==> config.mk <==
export PLATFORM = sky130hd
export DESIGN_NAME = kary_tree_position_tracker
export DESIGN_NICKNAME = d
export VERILOG_FILES = /design/src/ktpt_pkg.sv /design/src/ktpt_datapath.sv /design/src/kary_tree_position_tracker.sv
export SDC_FILE = /design/constraint.sdc
export NUM_CORES = 1
export LEC_CHECK = 0
export ABC_AREA = 1
export BUFFER_PORTS_ARGS = -buffer_cell sky130_fd_sc_hd__buf_4
export CAP_MARGIN = 20
export CORE_ASPECT_RATIO = 1.4
export CORE_MARGIN = 5
export CORE_UTILIZATION = 35
export DETAILED_ROUTE_END_ITERATION = 8
export SYNTH_ARGS = -nofsm -noshare
export SYNTH_HDL_FRONTEND = slang
export SYNTH_SLANG_ARGS = --single-unit
==> constraint.sdc <==
create_clock -name i_clk -period 6.5 [get_ports i_clk]
set_input_delay 1.3 -clock i_clk [delete_from_list [all_inputs] [get_ports i_clk]]
set_output_delay 1.3 -clock i_clk [all_outputs]
set_load 0.005 [all_outputs]
==> src/ktpt_pkg.sv <==
// Shared types, codes and microprogram for the k-ary tree position tracker.
package ktpt_pkg;

    localparam int LAYER_BITS = 6;
    localparam int FANOUT_BITS = 8;
    localparam int FIELD_BITS = 32;
    localparam logic [LAYER_BITS-1:0] LAYER_MAX = 6'd63;
    localparam logic [FANOUT_BITS-1:0] FANOUT_RESET = 8'd2;
    localparam logic [FANOUT_BITS-1:0] FANOUT_MIN = 8'd2;

    typedef enum logic [1:0] {
        MODE_LOAD  = 2'd0,
        MODE_INC   = 2'd1,
        MODE_DEC   = 2'd2,
        MODE_QUERY = 2'd3
    } t_mode;

    typedef enum logic [1:0] {
        UOP_WAIT,
        UOP_STEP,
        UOP_APPLY,
        UOP_EMIT
    } t_uop;

    typedef enum logic [1:0] {
        COND_ALWAYS,
        COND_REQ,
        COND_MORE,
        COND_OUT_FREE
    } t_cond;

    typedef logic [1:0] t_step;

    localparam t_step STEP_IDLE  = 2'd0;
    localparam t_step STEP_WALK  = 2'd1;
    localparam t_step STEP_APPLY = 2'd2;
    localparam t_step STEP_EMIT  = 2'd3;

    typedef struct packed {
        t_uop  op;
        t_cond cond;
        t_step jmp_t;
        t_step jmp_f;
    } t_ctrl;

    typedef struct packed {
        logic take;
        t_uop op;
    } t_dp_ctrl;

    typedef struct packed {
        logic more;
    } t_dp_stat;

    typedef struct packed {
        logic [LAYER_BITS-1:0] layer;
        logic [FIELD_BITS-1:0] offset;
        logic [FIELD_BITS-1:0] index;
    } t_result;

    function automatic t_ctrl ktpt_rom(input t_step step);
        t_ctrl word;
        unique case (step)
            STEP_IDLE:  word = '{op: UOP_WAIT,  cond: COND_REQ,
                                 jmp_t: STEP_WALK,  jmp_f: STEP_IDLE};
            STEP_WALK:  word = '{op: UOP_STEP,  cond: COND_MORE,
                                 jmp_t: STEP_WALK,  jmp_f: STEP_APPLY};
            STEP_APPLY: word = '{op: UOP_APPLY, cond: COND_ALWAYS,
                                 jmp_t: STEP_EMIT,  jmp_f: STEP_EMIT};
            STEP_EMIT:  word = '{op: UOP_EMIT,  cond: COND_OUT_FREE,
                                 jmp_t: STEP_IDLE,  jmp_f: STEP_EMIT};
            default:    word = '{op: UOP_WAIT,  cond: COND_ALWAYS,
                                 jmp_t: STEP_IDLE,  jmp_f: STEP_IDLE};
        endcase
        return word;
    endfunction

endpackage

==> src/ktpt_datapath.sv <==
// Layer walk datapath: position state, layer size and prefix sum registers.
module ktpt_datapath #(
    parameter int POS_BITS = 32
) (
    input  logic                          i_clk,
    input  logic                          i_rst_n,
    input  logic                          i_cfg_we,
    input  logic [ktpt_pkg::FANOUT_BITS-1:0] i_cfg_data,
    input  ktpt_pkg::t_dp_ctrl            i_ctrl,
    input  logic [1:0]                    i_mode,
    input  logic [ktpt_pkg::FIELD_BITS-1:0] i_linear_pos,
    output ktpt_pkg::t_dp_stat            o_stat,
    output ktpt_pkg::t_result             o_result
);
    import ktpt_pkg::*;

    localparam int P  = POS_BITS;
    localparam int NW = POS_BITS + 1;
    localparam int SW = NW + 1;
    localparam int MW = NW + FANOUT_BITS;
    localparam logic [P-1:0]  POS_MAX = {P{1'b1}};
    localparam logic [NW-1:0] SIZE_CAP = (POS_BITS >= 64) ? NW'({P{1'b1}})
                                                          : (NW'(1) << POS_BITS);

    logic [FANOUT_BITS-1:0] r_fanout;
    logic [LAYER_BITS-1:0]  r_layer;
    logic [P-1:0]           r_off;
    t_mode                  r_mode;
    logic [P-1:0]           r_p;
    logic [P-1:0]           r_pre;
    logic [NW-1:0]          r_n;
    logic [LAYER_BITS-1:0]  r_cnt;
    logic [LAYER_BITS-1:0]  r_tgt;

    logic [FANOUT_BITS-1:0] w_k;
    logic [MW-1:0]          w_prod;
    logic [NW-1:0]          w_grow;
    logic [P-1:0]           w_pre_n;
    logic [P-1:0]           w_sum;
    logic [P-1:0]           w_pin;
    logic                   w_more;
    logic                   w_step_en;
    logic                   w_apply_en;
    logic                   w_at_end;
    logic                   w_inc_hold;
    logic                   w_up_layer;

    function automatic logic [P-1:0] add_sat(input logic [P-1:0] a,
                                             input logic [NW-1:0] b);
        logic [SW-1:0] s;
        s = SW'(a) + SW'(b);
        return (s > SW'(POS_MAX)) ? POS_MAX : s[P-1:0];
    endfunction

    assign w_k     = (r_fanout < FANOUT_MIN) ? FANOUT_MIN : r_fanout;
    assign w_prod  = MW'(r_n) * MW'(w_k);
    assign w_grow  = (w_prod > MW'(SIZE_CAP)) ? SIZE_CAP : w_prod[NW-1:0];
    assign w_pre_n = add_sat(r_pre, r_n);
    assign w_sum   = add_sat(r_pre, NW'(r_off));
    assign w_pin   = P'(i_linear_pos);

    always_comb begin
        if (r_mode == MODE_LOAD) begin
            w_more = (NW'(r_p) > r_n) && (r_cnt < LAYER_MAX);
        end else begin
            w_more = r_cnt < r_tgt;
        end
    end

    assign w_step_en  = (i_ctrl.op == UOP_STEP) && w_more;
    assign w_apply_en = i_ctrl.op == UOP_APPLY;
    assign w_at_end   = NW'(r_off) == (r_n - NW'(1));
    assign w_inc_hold = (w_sum == POS_MAX) || (w_at_end && (r_layer == LAYER_MAX));
    assign w_up_layer = !w_inc_hold && w_at_end;

    assign o_stat.more      = w_more;
    assign o_result.layer   = r_layer;
    assign o_result.offset  = FIELD_BITS'(r_off);
    assign o_result.index   = FIELD_BITS'(w_sum);

    always_ff @(posedge i_clk) begin
        if (!i_rst_n) begin
            r_fanout <= FANOUT_RESET;
            r_layer  <= '0;
            r_off    <= '0;
        end else begin
            if (i_cfg_we) begin
                r_fanout <= i_cfg_data;
            end
            if (w_apply_en) begin
                unique case (r_mode)
                    MODE_LOAD: begin
                        r_layer <= r_cnt;
                        r_off   <= r_p - P'(1);
                    end
                    MODE_INC: begin
                        if (w_up_layer) begin
                            r_layer <= r_layer + LAYER_BITS'(1);
                            r_off   <= '0;
                        end else if (!w_inc_hold) begin
                            r_off <= r_off + P'(1);
                        end
                    end
                    MODE_DEC: begin
                        if (r_off != '0) begin
                            r_off <= r_off - P'(1);
                        end else if (r_layer != '0) begin
                            r_layer <= r_layer - LAYER_BITS'(1);
                            r_off   <= r_n[P-1:0] - P'(1);
                        end
                    end
                    MODE_QUERY: begin
                    end
                endcase
            end
        end
    end

    always_ff @(posedge i_clk) begin
        if (i_ctrl.take) begin
            r_mode <= t_mode'(i_mode);
            r_p    <= (w_pin == '0) ? P'(1) : w_pin;
            r_pre  <= '0;
            r_n    <= NW'(1);
            r_cnt  <= '0;
            if ((i_mode == MODE_DEC) && (r_off == '0) && (r_layer != '0)) begin
                r_tgt <= r_layer - LAYER_BITS'(1);
            end else begin
                r_tgt <= r_layer;
            end
        end else if (w_step_en) begin
            r_pre <= w_pre_n;
            r_n   <= w_grow;
            r_cnt <= r_cnt + LAYER_BITS'(1);
            if (r_mode == MODE_LOAD) begin
                r_p <= r_p - r_n[P-1:0];
            end
        end else if (w_apply_en && (r_mode == MODE_INC) && w_up_layer) begin
            r_pre <= w_pre_n;
        end
    end

endmodule

==> src/kary_tree_position_tracker.sv <==
// Top level of the k-ary tree position tracker: microcode sequencer and result register.
//
// Input channel (i_in_valid / o_in_ready) carries one request: i_mode and
// i_linear_pos. Mode load splits a 1-based level-order position into layer and
// offset, increment and decrement step through level order, query reports only.
// Output channel (o_out_valid / i_out_ready) carries one result per request:
// o_layer, o_offset and the 0-based level-order index o_index.
// i_cfg_we writes the fanout from i_cfg_data; write it only while idle.
// A request walks the tree one layer per cycle through one multiplier up to a
// layer L: the loaded layer for a load, the new layer for a decrement that
// crosses a layer start, else the current layer. After the walk an update step
// moves the node and a result step loads the output register; the next request
// is accepted only after that.
// The result sits in an output register; the next request is accepted while it
// waits. If the receiver stalls, a second result holds in the sequencer and no
// further request is accepted until the first one is taken.
// Reset puts the node at the root and sets the fanout to 2; no result is pending.
module kary_tree_position_tracker #(
    parameter int POS_BITS = 32
) (
    input  logic                             i_clk,
    input  logic                             i_rst_n,
    input  logic                             i_cfg_we,
    input  logic [ktpt_pkg::FANOUT_BITS-1:0] i_cfg_data,
    input  logic                             i_in_valid,
    output logic                             o_in_ready,
    input  logic [1:0]                       i_mode,
    input  logic [ktpt_pkg::FIELD_BITS-1:0]  i_linear_pos,
    output logic                             o_out_valid,
    input  logic                             i_out_ready,
    output logic [ktpt_pkg::LAYER_BITS-1:0]  o_layer,
    output logic [ktpt_pkg::FIELD_BITS-1:0]  o_offset,
    output logic [ktpt_pkg::FIELD_BITS-1:0]  o_index
);
    import ktpt_pkg::*;

    t_step    r_step;
    t_step    n_step;
    logic     r_out_valid;
    t_result  r_result;
    t_ctrl    w_ctrl;
    t_dp_ctrl w_dp_ctrl;
    t_dp_stat w_dp_stat;
    t_result  w_result;
    logic     w_take;
    logic     w_out_free;
    logic     w_cond;

    assign w_ctrl     = ktpt_rom(r_step);
    assign o_in_ready = w_ctrl.op == UOP_WAIT;
    assign w_take     = i_in_valid && o_in_ready;
    assign w_out_free = !r_out_valid || i_out_ready;

    always_comb begin
        unique case (w_ctrl.cond)
            COND_ALWAYS:   w_cond = 1'b1;
            COND_REQ:      w_cond = w_take;
            COND_MORE:     w_cond = w_dp_stat.more;
            COND_OUT_FREE: w_cond = w_out_free;
            default:       w_cond = 1'b1;
        endcase
        n_step = w_cond ? w_ctrl.jmp_t : w_ctrl.jmp_f;
    end

    assign w_dp_ctrl.take = w_take;
    assign w_dp_ctrl.op   = w_ctrl.op;

    ktpt_datapath #(
        .POS_BITS (POS_BITS)
    ) u_datapath (
        .i_clk        (i_clk),
        .i_rst_n      (i_rst_n),
        .i_cfg_we     (i_cfg_we),
        .i_cfg_data   (i_cfg_data),
        .i_ctrl       (w_dp_ctrl),
        .i_mode       (i_mode),
        .i_linear_pos (i_linear_pos),
        .o_stat       (w_dp_stat),
        .o_result     (w_result)
    );

    always_ff @(posedge i_clk) begin
        if (!i_rst_n) begin
            r_step      <= STEP_IDLE;
            r_out_valid <= 1'b0;
        end else begin
            r_step <= n_step;
            if ((w_ctrl.op == UOP_EMIT) && w_out_free) begin
                r_out_valid <= 1'b1;
            end else if (i_out_ready) begin
                r_out_valid <= 1'b0;
            end
        end
    end

    always_ff @(posedge i_clk) begin
        if ((w_ctrl.op == UOP_EMIT) && w_out_free) begin
            r_result <= w_result;
        end
    end

    assign o_out_valid = r_out_valid;
    assign o_layer     = r_result.layer;
    assign o_offset    = r_result.offset;
    assign o_index     = r_result.index;

endmodule

### Word-level counts from Yosys, hierarchy flattened

Index checks and enable logic that the tools add are counted.
W data, S select, Z words.

* register bits: 230
* bits of input ports: 47
* output and inout port bits: 72

* add/subtract/negate cells: 11
* multiply operators: 1
* $lt $le $gt $ge: 7
* equality and inequality tests: 20
* multiplexer cells: 26
* reductions and logical operators: 30

Operator list (count)
* $mux W32: 12
* $pmux W32 S3: 1
* $sub A32 B1 Y32 const B: 3
* $gt A34 B32 Y1 const B: 2
* $logic_not A32 Y1: 2
* $gt A41 B33 Y1 const B: 1
* $mul A33 B8 Y41: 1
* $add A32 B33 Y34: 1
* $add A32 B32 Y33: 1
* $eq A32 B33 Y1: 1
* $gt A32 B33 Y1: 1
* $mux W33: 1
* $sub A33 B1 Y33 const B: 1
* $add A32 B1 Y32 const B: 1
* $eq A32 B32 Y1 const B: 1
* $pmux W8 S4: 1
* $reduce_bool A32 Y1: 1
* $sub A32 B32 Y32: 1
* $mux W6: 4
* $pmux W6 S3: 1
* $eq A2 B2 Y1 const B: 8
* $add A6 B1 Y6 const B: 2
* $logic_and A1 B1 Y1: 10
* $eq A2 B1 Y1 const B: 4
* 22 further kinds: 33

### Logic depth before layout (Yosys ltp)

Gate-level depths: netlist of run 1.

* depth in word-level cells: 10
* gate-level depth with buffers: 35

### Cells and area by module

A second synthesis of run 1 with hierarchy kept.

* cells, all modules: 4566
* area total of the unflattened synthesis: 29409.5 um^2

By module, submodules not included
* ktpt_datapath: instances 1, cells an instance 4472, area an instance 27153.5 um^2, sequential area each 3543.4 um^2
* kary_tree_position_tracker: instances 1, cells an instance 94, area an instance 2255.9 um^2, sequential area each 2162.1 um^2

### Worst setup path after synthesis of run 1

OpenSTA, ideal clock, no wires.

* path type: register to register
* start: register u_datapath.r_fanout[7]
* end: register u_datapath.r_n[26]
* arrival: 5.107 ns
* path slack: 1.318 ns
* cell stages (with the launch flop): 26
* path buffers: 3
* clock period less this slack: 5.182 ns
* cell sequence: dfxtp_1 > clkbuf_1 > clkbuf_1 > nand2_1 > fa_1 > inv_1 > fa_1 > inv_1 > fa_1 > fa_1 > inv_1 > ha_1 > inv_1 > o21bai_1 > or2_2 > o21bai_1 > a21oi_1 > nand3b_1 > nand2_1 > nand3_1 > nor2_1 > nand3_1 > a21oi_2 > buf_2 > nand3_1 > a21oi_1

* longest elaborated chain between the ends: 5

RTL lines
* from (decl): line ktpt_datapath.sv:25 `logic [FANOUT_BITS-1:0] r_fanout;`
* from (signal assigned): line ktpt_datapath.sv:88 `r_fanout <= i_cfg_data;`
* $lt A8 B2 Y1: line ktpt_datapath.sv:55 `assign w_k = (r_fanout < FANOUT_MIN) ? FANOUT_MIN : r_fanout;`
* $mux W8 *: line ktpt_datapath.sv:55
* $mul A33 B8 Y41 *: line ktpt_datapath.sv:56 `assign w_prod = MW'(r_n) * MW'(w_k);`
* $gt A41 B33 Y1: line ktpt_datapath.sv:57 `assign w_grow = (w_prod > MW'(SIZE_CAP)) ? SIZE_CAP : w_prod[NW-1:0];`
* $mux W33 *: line ktpt_datapath.sv:57
* to (signal assigned): line ktpt_datapath.sv:133 `r_n <= w_grow;`
* to (decl): line ktpt_datapath.sv:31 `logic [NW-1:0] r_n;`

Every way passes the cells marked *; elsewhere a longest branch is shown, timed or not.
A chain may end at the register's enable or synchronous reset.

### Worst setup path in the final report of run 1

* start: register u_datapath.r_n[6]
* end: register u_datapath.r_n[21]

* longest elaborated chain between the ends: 4

RTL lines
* branches (longest 4 deep; another with $mul A33 B8 Y41)

Several ways; the timed one is not identified.

==> results of run 1 <==
-- cell type report --
class	count	area share, %
inverters	814	9.48
flip-flops and latches	230	17.7
clock buffers	32	2.29
clock inverters	22	0.667
diodes	1	0.00776
well taps	1079	4.19
multi-input cells	3306	60.9
repair buffers	197	4.75
-- cells by family after synthesis --
logic type	synth area share [%]
xor+xnor	4.90
mux	0.0344
compound gates	8.39
fa+ha+maj	20.5
simple gates	33.6
buf+inv	13.0
flops	19.6
-- metrics by stage --
stage / hold slack (ns) / setup WS, ns / util, % / std cells
global placement: 0.457 / 0.446 / 37.8 / 5626
detailed placement: 0.453 / 0.372 / 37.8 / 5626
finish: 0.467 / 0.458 / 39.0 / 5681
CTS: 0.463 / 0.353 / 39.0 / 5680
floorplan: 0.406 / 1.32 / - / 4495
global route: 0.506 / 0.0192 / 39.0 / 5680
-- how the worst max path moves through the flow --
stage / start / end / slack, ns
after floorplan: u_datapath.r_fanout[7] / u_datapath.r_n[26] / 1.32
after global placement: u_datapath.r_fanout[4] / u_datapath.r_n[23] / 0.45
after detailed placement: u_datapath.r_fanout[4] / u_datapath.r_n[14] / 0.37
after CTS: u_datapath.r_fanout[4] / u_datapath.r_n[14] / 0.35
after global routing: u_datapath.r_fanout[7] / u_datapath.r_n[15] / 0.02
final: u_datapath.r_n[6] / u_datapath.r_n[21] / 0.46
-- where the power goes --
group          total (uW)  internal, uW  switching (uW)
Combinational        8290          2760            5530
Clock                1700           942             755
Sequential           2820          2160             657
-- timing repair --
item | in CTS | in global routing
hold buffers | 0 | 0
gates resized for setup | 0 | 3
setup endpoints to repair | 0 | 23
-- per-layer routing --
| metal | routed length [um] | vias up |
|---|---|---|
| li1 | - | 14100 |
| met1 | 42800 | 13600 |
| met2 | 53900 | 967 |
| met3 | 6160 | 277 |
| met4 | 6500 | 2 |
| met5 | 20 | - |
-- Yosys cell counts, types with 6 or more instances --
| cell type | instances |
|---|---|
| sky130_fd_sc_hd__nand2_1 | 1320 |
| sky130_fd_sc_hd__inv_1 | 795 |
| sky130_fd_sc_hd__nor2_1 | 502 |
| sky130_fd_sc_hd__nand3_1 | 298 |
| sky130_fd_sc_hd__a21oi_1 | 217 |
| sky130_fd_sc_hd__fa_1 | 189 |
| sky130_fd_sc_hd__ha_1 | 174 |
| sky130_fd_sc_hd__o21ai_0 | 138 |
| sky130_fd_sc_hd__dfxtp_1 | 120 |
| sky130_fd_sc_hd__edfxtp_1 | 110 |
| sky130_fd_sc_hd__xor2_1 | 104 |
| sky130_fd_sc_hd__clkbuf_1 | 88 |
| sky130_fd_sc_hd__xnor2_1 | 59 |
| sky130_fd_sc_hd__nand4_1 | 49 |
| sky130_fd_sc_hd__nor3_1 | 43 |
| sky130_fd_sc_hd__nor4_1 | 27 |
| sky130_fd_sc_hd__buf_2 | 26 |
| sky130_fd_sc_hd__o21bai_1 | 18 |
| sky130_fd_sc_hd__buf_6 | 17 |
| sky130_fd_sc_hd__nand3b_1 | 17 |
| sky130_fd_sc_hd__inv_2 | 16 |
| sky130_fd_sc_hd__nor2_2 | 16 |
| sky130_fd_sc_hd__a31oi_1 | 14 |
| sky130_fd_sc_hd__or2_2 | 13 |
| sky130_fd_sc_hd__o211ai_1 | 12 |
| sky130_fd_sc_hd__a21o_1 | 10 |
| sky130_fd_sc_hd__nand2_2 | 10 |
| sky130_fd_sc_hd__and2_1 | 9 |
| sky130_fd_sc_hd__nor2_4 | 9 |
| sky130_fd_sc_hd__nand3_2 | 8 |
| sky130_fd_sc_hd__o21a_1 | 8 |
| sky130_fd_sc_hd__a21oi_2 | 7 |
| sky130_fd_sc_hd__buf_1 | 7 |
| sky130_fd_sc_hd__a21boi_0 | 6 |
-- worst min-delay path: cells and delay by family, from the launching register on --
kind	cells	cell delay [ns]
buf+inv	1	0.06
compound gates	1	0.06
flops	1	0.30
-- flip-flops by register name (all words and copies together), names as in the netlist, named ones only --
register             count
u_datapath.r_n          33
o_index                 32
o_offset                32
u_datapath.r_off        32
u_datapath.r_p          32
u_datapath.r_pre        32
u_datapath.r_fanout      8
o_layer                  6
u_datapath.r_cnt         6
u_datapath.r_layer       6
u_datapath.r_tgt         6
u_datapath.r_mode        2
o_out_valid              1
r_step                   1
==> summary.txt, run 1 <==
Status
  • Status: completed

Global routing
  • Overall Global Routing Usage: 23.9%
  • Via count of the first global-routing pass: 28600
  • Most utilized layer in the global route result: met2
  • First-pass GRT wire length: 166000 um
  • Met3 track demand over resource in global routing: 2.29%
  • Pin count of the biggest net entering global routing: 63
  • M2 GR Usage: 43.0%
  • Overflow after GRT: 0
  • Antenna violations before repair: 2
  • Met1 layer usage reported by global route: 28.6%

Worst setup path
  • Launching point of the worst reg2reg path: u_datapath.r_n[6]
  • Largest stage delay on the critical path: 0.72 ns
  • Crit path max fanout: 32
  • Most used cell, CP: sky130_fd_sc_hd__nand2_1
  • CP startpoint kind: flop
  • Stages on worst setup path: 25
  • Worst Path Buf+Inv: 5
  • Data arrival at the endpoint of the critical path: 6.57 ns
  • R2R Setup Slk: 0.46 ns
  • Nature of the critical path endpoint: flop
  • Destination of the worst register-to-register timing path: u_datapath.r_n[21]
  • Worst reg2reg path depth: 25
  • Largest delay share family, worst path: adder cells
  • Data required time of the critical path: 7.03 ns
  • Category of the critical setup timing path: reg2reg
  • Crit-path slowest cell: sky130_fd_sc_hd__dfxtp_1

Drt
  • Number of iterations in the first detailed-routing pass: 5
  • Number of nets with antenna violations after routing: 0
  • Remaining routing DRC violations: 0
  • Via-per-instance ratio: 5.10
  • Vias post-DR: 29000
  • Wire length per cell: 19.3 um
  • Number of design-rule violations left by the first detailed-router iteration: 2222
  • Total detailed-routing wirelength: 109000 um

Yosys
  • Async SR Flop Fraction: 0%
  • Yosys reg bits: 230
  • EDFF count, synth: 110
  • Yosys cell types: 55
  • Synth area leader: sky130_fd_sc_hd__nand2_1
  • Post-synthesis area per instance: 6.48 um2
  • Post-Synthesis Net Count: 4905
  • Post-Synthesis Cell Area: 0.0291 mm2
  • Portion of the post-synthesis area used by sequential elements: 19.6%
  • Top-area cell type share of the netlist area: 17.0%
  • Area contributors post-synth: sky130_fd_sc_hd__nand2_1 (17%), sky130_fd_sc_hd__fa_1 (13%), sky130_fd_sc_hd__edfxtp_1 (11%), sky130_fd_sc_hd__inv_1 (10%), sky130_fd_sc_hd__dfxtp_1 (8.2%)
  • Count of mapped cells out of synthesis: 4495
  • Most common flop cell mapped by yosys: sky130_fd_sc_hd__dfxtp_1
  • Synthesis Warnings: 0

Clock network
  • Clock tree from TritonCTS: yes
  • Maximum count of clock buffers along a single path: 3
  • TritonCTS Sinks: 230
  • Post-CTS setup buffers: 0
  • H-tree depth: 1
  • Clock buffers created by TritonCTS: 29
  • Clock insertion delay at the later pin of the skew report: 0.62 ns
  • Clk pin slew, worst setup/hold paths: 0.07 ns
  • Clk Tree Root Cell: sky130_fd_sc_hd__clkbuf_16

Layout
  • Most frequent standard cell in the layout excluding fill and tap cells: sky130_fd_sc_hd__nand2_1
  • FF+latch area: 0.00571 mm2
  • Area occupied by multi-input gates: 0.0196 mm2
  • Fraction of final layout cells sized beyond drive strength 1: 7.43%
  • Most frequent cells in the layout: sky130_fd_sc_hd__nand2_1 (1320), sky130_fd_sc_hd__inv_1 (792), sky130_fd_sc_hd__nor2_1 (500)
  • Layout Nets: 4988
  • Cell area after layout: 0.0322 mm2
  • Total of fill cells in the finished design: 8954
  • Area delta synth->final: 10.7%

Power
  • Power Dens Cells: 397 mW/mm2
  • Static leakage power: 0.0169 uW
  • Post-layout total power: 12800 uW
  • Peak supply drop: 0.231 mV

Floorplanning
  • Effective utilization at floorplan: 35.2%
  • Count of standard-cell rows: 125
  • Die outline width: 254 um
  • Die Area: 0.0892 mm2
  • Die Height: 351 um
  • Core region area: 0.0827 mm2
  • IO Pins: 119

Place
  • Final weighted congestion of routability-driven global placement: 0.983
  • Half-perimeter wire length of the detailed placement result: 88500 um
  • Total placed instance area: 0.0313 mm2
  • Count of buffers from port buffering: 118

Timing
  • Highest Clock Rate: 166 MHz
  • Slew margin rel.: 30.9%
  • Max Clock Skew: 0.0186 ns
  • Number of failing setup endpoints in the final timing report: 0
  • Final critical-path required period: 6.04 ns
  • Final Max Slew Viols: 0
  • Measured slew at the worst slew-check pin: 1.04 ns
  • Setup TNS after final layout: 0 ns
  • Part of the cycle the worst path needs: 93.0%
  • Unrepaired setup endpoints after global routing: no
  • Number of hold violations in the final report: 0

Min path
  • Number of stages on the worst hold path: 2
  • Worst hold endpoint: u_datapath.r_fanout[0]
  • Kind of path behind the tightest hold check: reg2reg
  • Worst min-delay path startpoint: u_datapath.r_fanout[0]

Flow run
  • Number of max-capacitance violations reported: 0
Note: power is estimated with default switching activity, not from simulation.
==> inputs of run 2 (changes only) <==
Settings changed: PLACE_DENSITY_LB_ADDON from default to 0.3.
==> run 2 against run 1 <==
  * Combinational power down 2%
  * Total power shrank 0.60%
  * Via count is 1.3% lower
  * Clock skew grew 0.019 ns
  * Non-clock buffer count shrank 11
  * First-iteration DRC count decreased by 8.9%
  * Sequential share of layout area about the same
  * Worst setup slack got worse by 0.18 ns
  * Cell area is essentially flat
  * Count of clock-buffer cells in the layout decreased by 3
  * Largest cell class unchanged
==> summary.txt, run 2 (synthesis results as in run 1) <==
Drt
  • Number of nets with antenna violations after routing: 0 (unchanged)
  • Number of iterations in the first detailed-routing pass: 5 (unchanged)
  • Total detailed-routing wirelength: 107000 um (was 109000 um)
  • Number of design-rule violations left by the first detailed-router iteration: 2025 (was 2222)
  • Vias post-DR: 28600 (was 29000)
  • Via-per-instance ratio: 5.05 (was 5.10)
  • Wire length per cell: 18.9 um (was 19.3 um)
  • Remaining routing DRC violations: 0 (unchanged)

Layout
  • Fraction of final layout cells sized beyond drive strength 1: 7.24% (was 7.43%)
  • Cell area after layout: 0.0322 mm2 (about the same)
  • Largest register by flop count: u_datapath.r_n (unchanged)
  • Largest register FFs: 33 (unchanged)
  • Area occupied by multi-input gates: 0.0196 mm2 (about the same)
  • FF+latch area: 0.00571 mm2 (unchanged)
  • Total of fill cells in the finished design: 8948 (was 8954)
  • Layout Nets: 4976 (was 4988)
  • Most frequent standard cell in the layout excluding fill and tap cells: sky130_fd_sc_hd__nand2_1 (unchanged)
  • Most frequent cells in the layout: sky130_fd_sc_hd__nand2_1 (1320), sky130_fd_sc_hd__inv_1 (792), sky130_fd_sc_hd__nor2_1 (501) (was sky130_fd_sc_hd__nand2_1 (1320), sky130_fd_sc_hd__inv_1 (792), sky130_fd_sc_hd__nor2_1 (500))
  • Area delta synth->final: 10.7% (about the same)

Floorplanning
  • Effective utilization at floorplan: 35.2% (unchanged)
  • Die Height: 351 um (unchanged)
  • Die Area: 0.0892 mm2 (unchanged)
  • IO Pins: 119 (unchanged)
  • Die outline width: 254 um (unchanged)
  • Core region area: 0.0827 mm2 (unchanged)
  • Count of standard-cell rows: 125 (unchanged)

Global routing
  • Most utilized layer in the global route result: met2 (unchanged)
  • Via count of the first global-routing pass: 27800 (was 28600)
  • Overflow after GRT: 0 (unchanged)
  • Antenna violations before repair: 3 (was 2)
  • Overall Global Routing Usage: 23.4% (was 23.9%)
  • M2 GR Usage: 41.5% (was 43.0%)
  • First-pass GRT wire length: 163000 um (was 166000 um)
  • Pin count of the biggest net entering global routing: 70 (was 63)
  • Met3 track demand over resource in global routing: 2.23% (was 2.29%)
  • Met1 layer usage reported by global route: 28.5% (was 28.6%)

Timing
  • Slew margin rel.: 34.2% (was 30.9%)
  • Part of the cycle the worst path needs: 95.6% (was 93.0%)
  • Number of hold violations in the final report: 0 (unchanged)
  • Setup TNS after final layout: 0 ns (unchanged)
  • Unrepaired setup endpoints after global routing: no (unchanged)
  • Number of failing setup endpoints in the final timing report: 0 (unchanged)
  • Final Max Slew Viols: 0 (unchanged)
  • Final Worst Setup Slack: 0.283 ns (was 0.458 ns)
  • Max Clock Skew: 0.0376 ns (was 0.0186 ns)
  • Final critical-path required period: 6.22 ns (was 6.04 ns)
  • Highest Clock Rate: 161 MHz (was 166 MHz)
  • Measured slew at the worst slew-check pin: 0.986 ns (was 1.04 ns)

Clock network
  • Clock insertion delay at the later pin of the skew report: 0.63 ns (was 0.62 ns)
  • H-tree depth: 1 (unchanged)
  • Maximum count of clock buffers along a single path: 3 (unchanged)
  • Clock buffers created by TritonCTS: 28 (was 29)
  • Clk Tree Root Cell: sky130_fd_sc_hd__clkbuf_16 (unchanged)
  • CTS Hold Buffers Added: 0 (unchanged)
  • Clock tree from TritonCTS: yes (unchanged)
  • TritonCTS Sinks: 230 (unchanged)
  • Post-CTS setup buffers: 0 (unchanged)
  • Post_cts resized: 0 (unchanged)
  • Clk pin slew, worst setup/hold paths: 0.07 ns (about the same)

Power
  • Peak supply drop: 0.247 mV (was 0.231 mV)
  • Power Dens Cells: 395 mW/mm2 (was 397 mW/mm2)
  • Static leakage power: 0.0169 uW (about the same)

Status
  • Status: completed (unchanged)

Min path
  • Kind of path behind the tightest hold check: reg2reg (unchanged)

Worst setup path
  • Crit-path slowest cell: sky130_fd_sc_hd__dfxtp_1 (unchanged)
  • Cells traversed along the worst timing path: nand2_1 -> inv_1 -> fa_1 -> fa_1 -> fa_1 -> inv_1 -> fa_1 -> inv_1 -> ha_1 -> a21oi_1 -> nor2_1 -> nor2_1 -> nand2_1 -> nand2_1 -> nand2_1 -> xor2_1 -> nor2_1 -> nand3_1 -> nor2_1 -> nand3_1 -> a21oi_2 -> buf_12 -> nand3_1 -> a21oi_1
  • Largest stage delay on the critical path: 0.82 ns (was 0.72 ns)
  • Data arrival at the endpoint of the critical path: 6.72 ns (was 6.57 ns)
  • CP startpoint kind: flop (unchanged)
  • Crit path max fanout: 32 (unchanged)
  • Category of the critical setup timing path: reg2reg (unchanged)
  • Worst Path Buf+Inv: 4 (was 5)
  • Data required time of the critical path: 7.00 ns (was 7.03 ns)
  • Nature of the critical path endpoint: flop (unchanged)
  • Largest delay share family, worst path: adder cells (unchanged)

Place
  • Worst slack, placed: 0.399 ns (was 0.372 ns)
  • Final weighted congestion of routability-driven global placement: 0.953 (was 0.983)
  • Total placed instance area: 0.0312 mm2 (was 0.0313 mm2)
  • Count of buffers from port buffering: 118 (unchanged)
  • Half-perimeter wire length of the detailed placement result: 87400 um (was 88500 um)

Flow run
  • Number of max-capacitance violations reported: 0 (unchanged)
run 2: worst register-to-register path: cells and delay by family (launching register included):
family	cells	cell delay (ns)
AOI/OAI and AO/OA	3	0.62
and+or+nand+nor	11	1.55
buffers and inverters	4	0.44
DFF	1	0.82
adders and majority gates	5	2.43
xor gates and xnor gates	1	0.22
run 2: area by class of cell:
class | count | area share (%)
Inverter | 814 | 9.49
Timing Repair Buffer | 186 | 4.57
Clock buffer | 29 | 2.19
Multi-Input combinational cell | 3306 | 60.9
Antenna cell | 1 | 0.00777
Tap cell | 1079 | 4.19
Sequential cell | 230 | 17.7
Clock inverter | 22 | 0.916
run 2: stage by stage:
step / utilization (%) / total power [uW] / cells / hold slack [ns]
2_1_floorplan: - / 8320 / 4495 / 0.406
4_1_cts: 38.9 / 12700 / 5666 / 0.472
3_3_place_gp: 37.7 / 10900 / 5615 / 0.460
5_1_grt: 38.9 / 13800 / 5666 / 0.504
3_5_place_dp: 37.7 / 10900 / 5615 / 0.462
6_report: 39.0 / 12700 / 5667 / 0.482
run 2: per-layer routing:
metal	share of wire [%]	routed length [um]	up-vias
met5	0.025	27	-
met4	5.5	5850	4
met3	5.3	5630	225
met2	49	52600	899
met1	40	43000	13400
li1	-	-	14100
run 2: power breakdown:
| part | switching, uW | internal, uW | total, uW |
|---|---|---|---|
| Clock | 748 | 999 | 1750 |
| Sequential | 702 | 2160 | 2860 |
| Combinational | 5380 | 2730 | 8120 |
run 2: path summary, 6_finish.rpt:
kind                               start                endpoint  slack, ns  cells past startpoint
setup / recovery       u_datapath.r_n[2]      u_datapath.r_n[18]       0.28                     24
hold / removal    u_datapath.r_fanout[0]  u_datapath.r_fanout[0]       0.48                      2
setup reg to reg       u_datapath.r_n[2]      u_datapath.r_n[18]       0.28                     24
hold reg to reg   u_datapath.r_fanout[0]  u_datapath.r_fanout[0]       0.48                      2
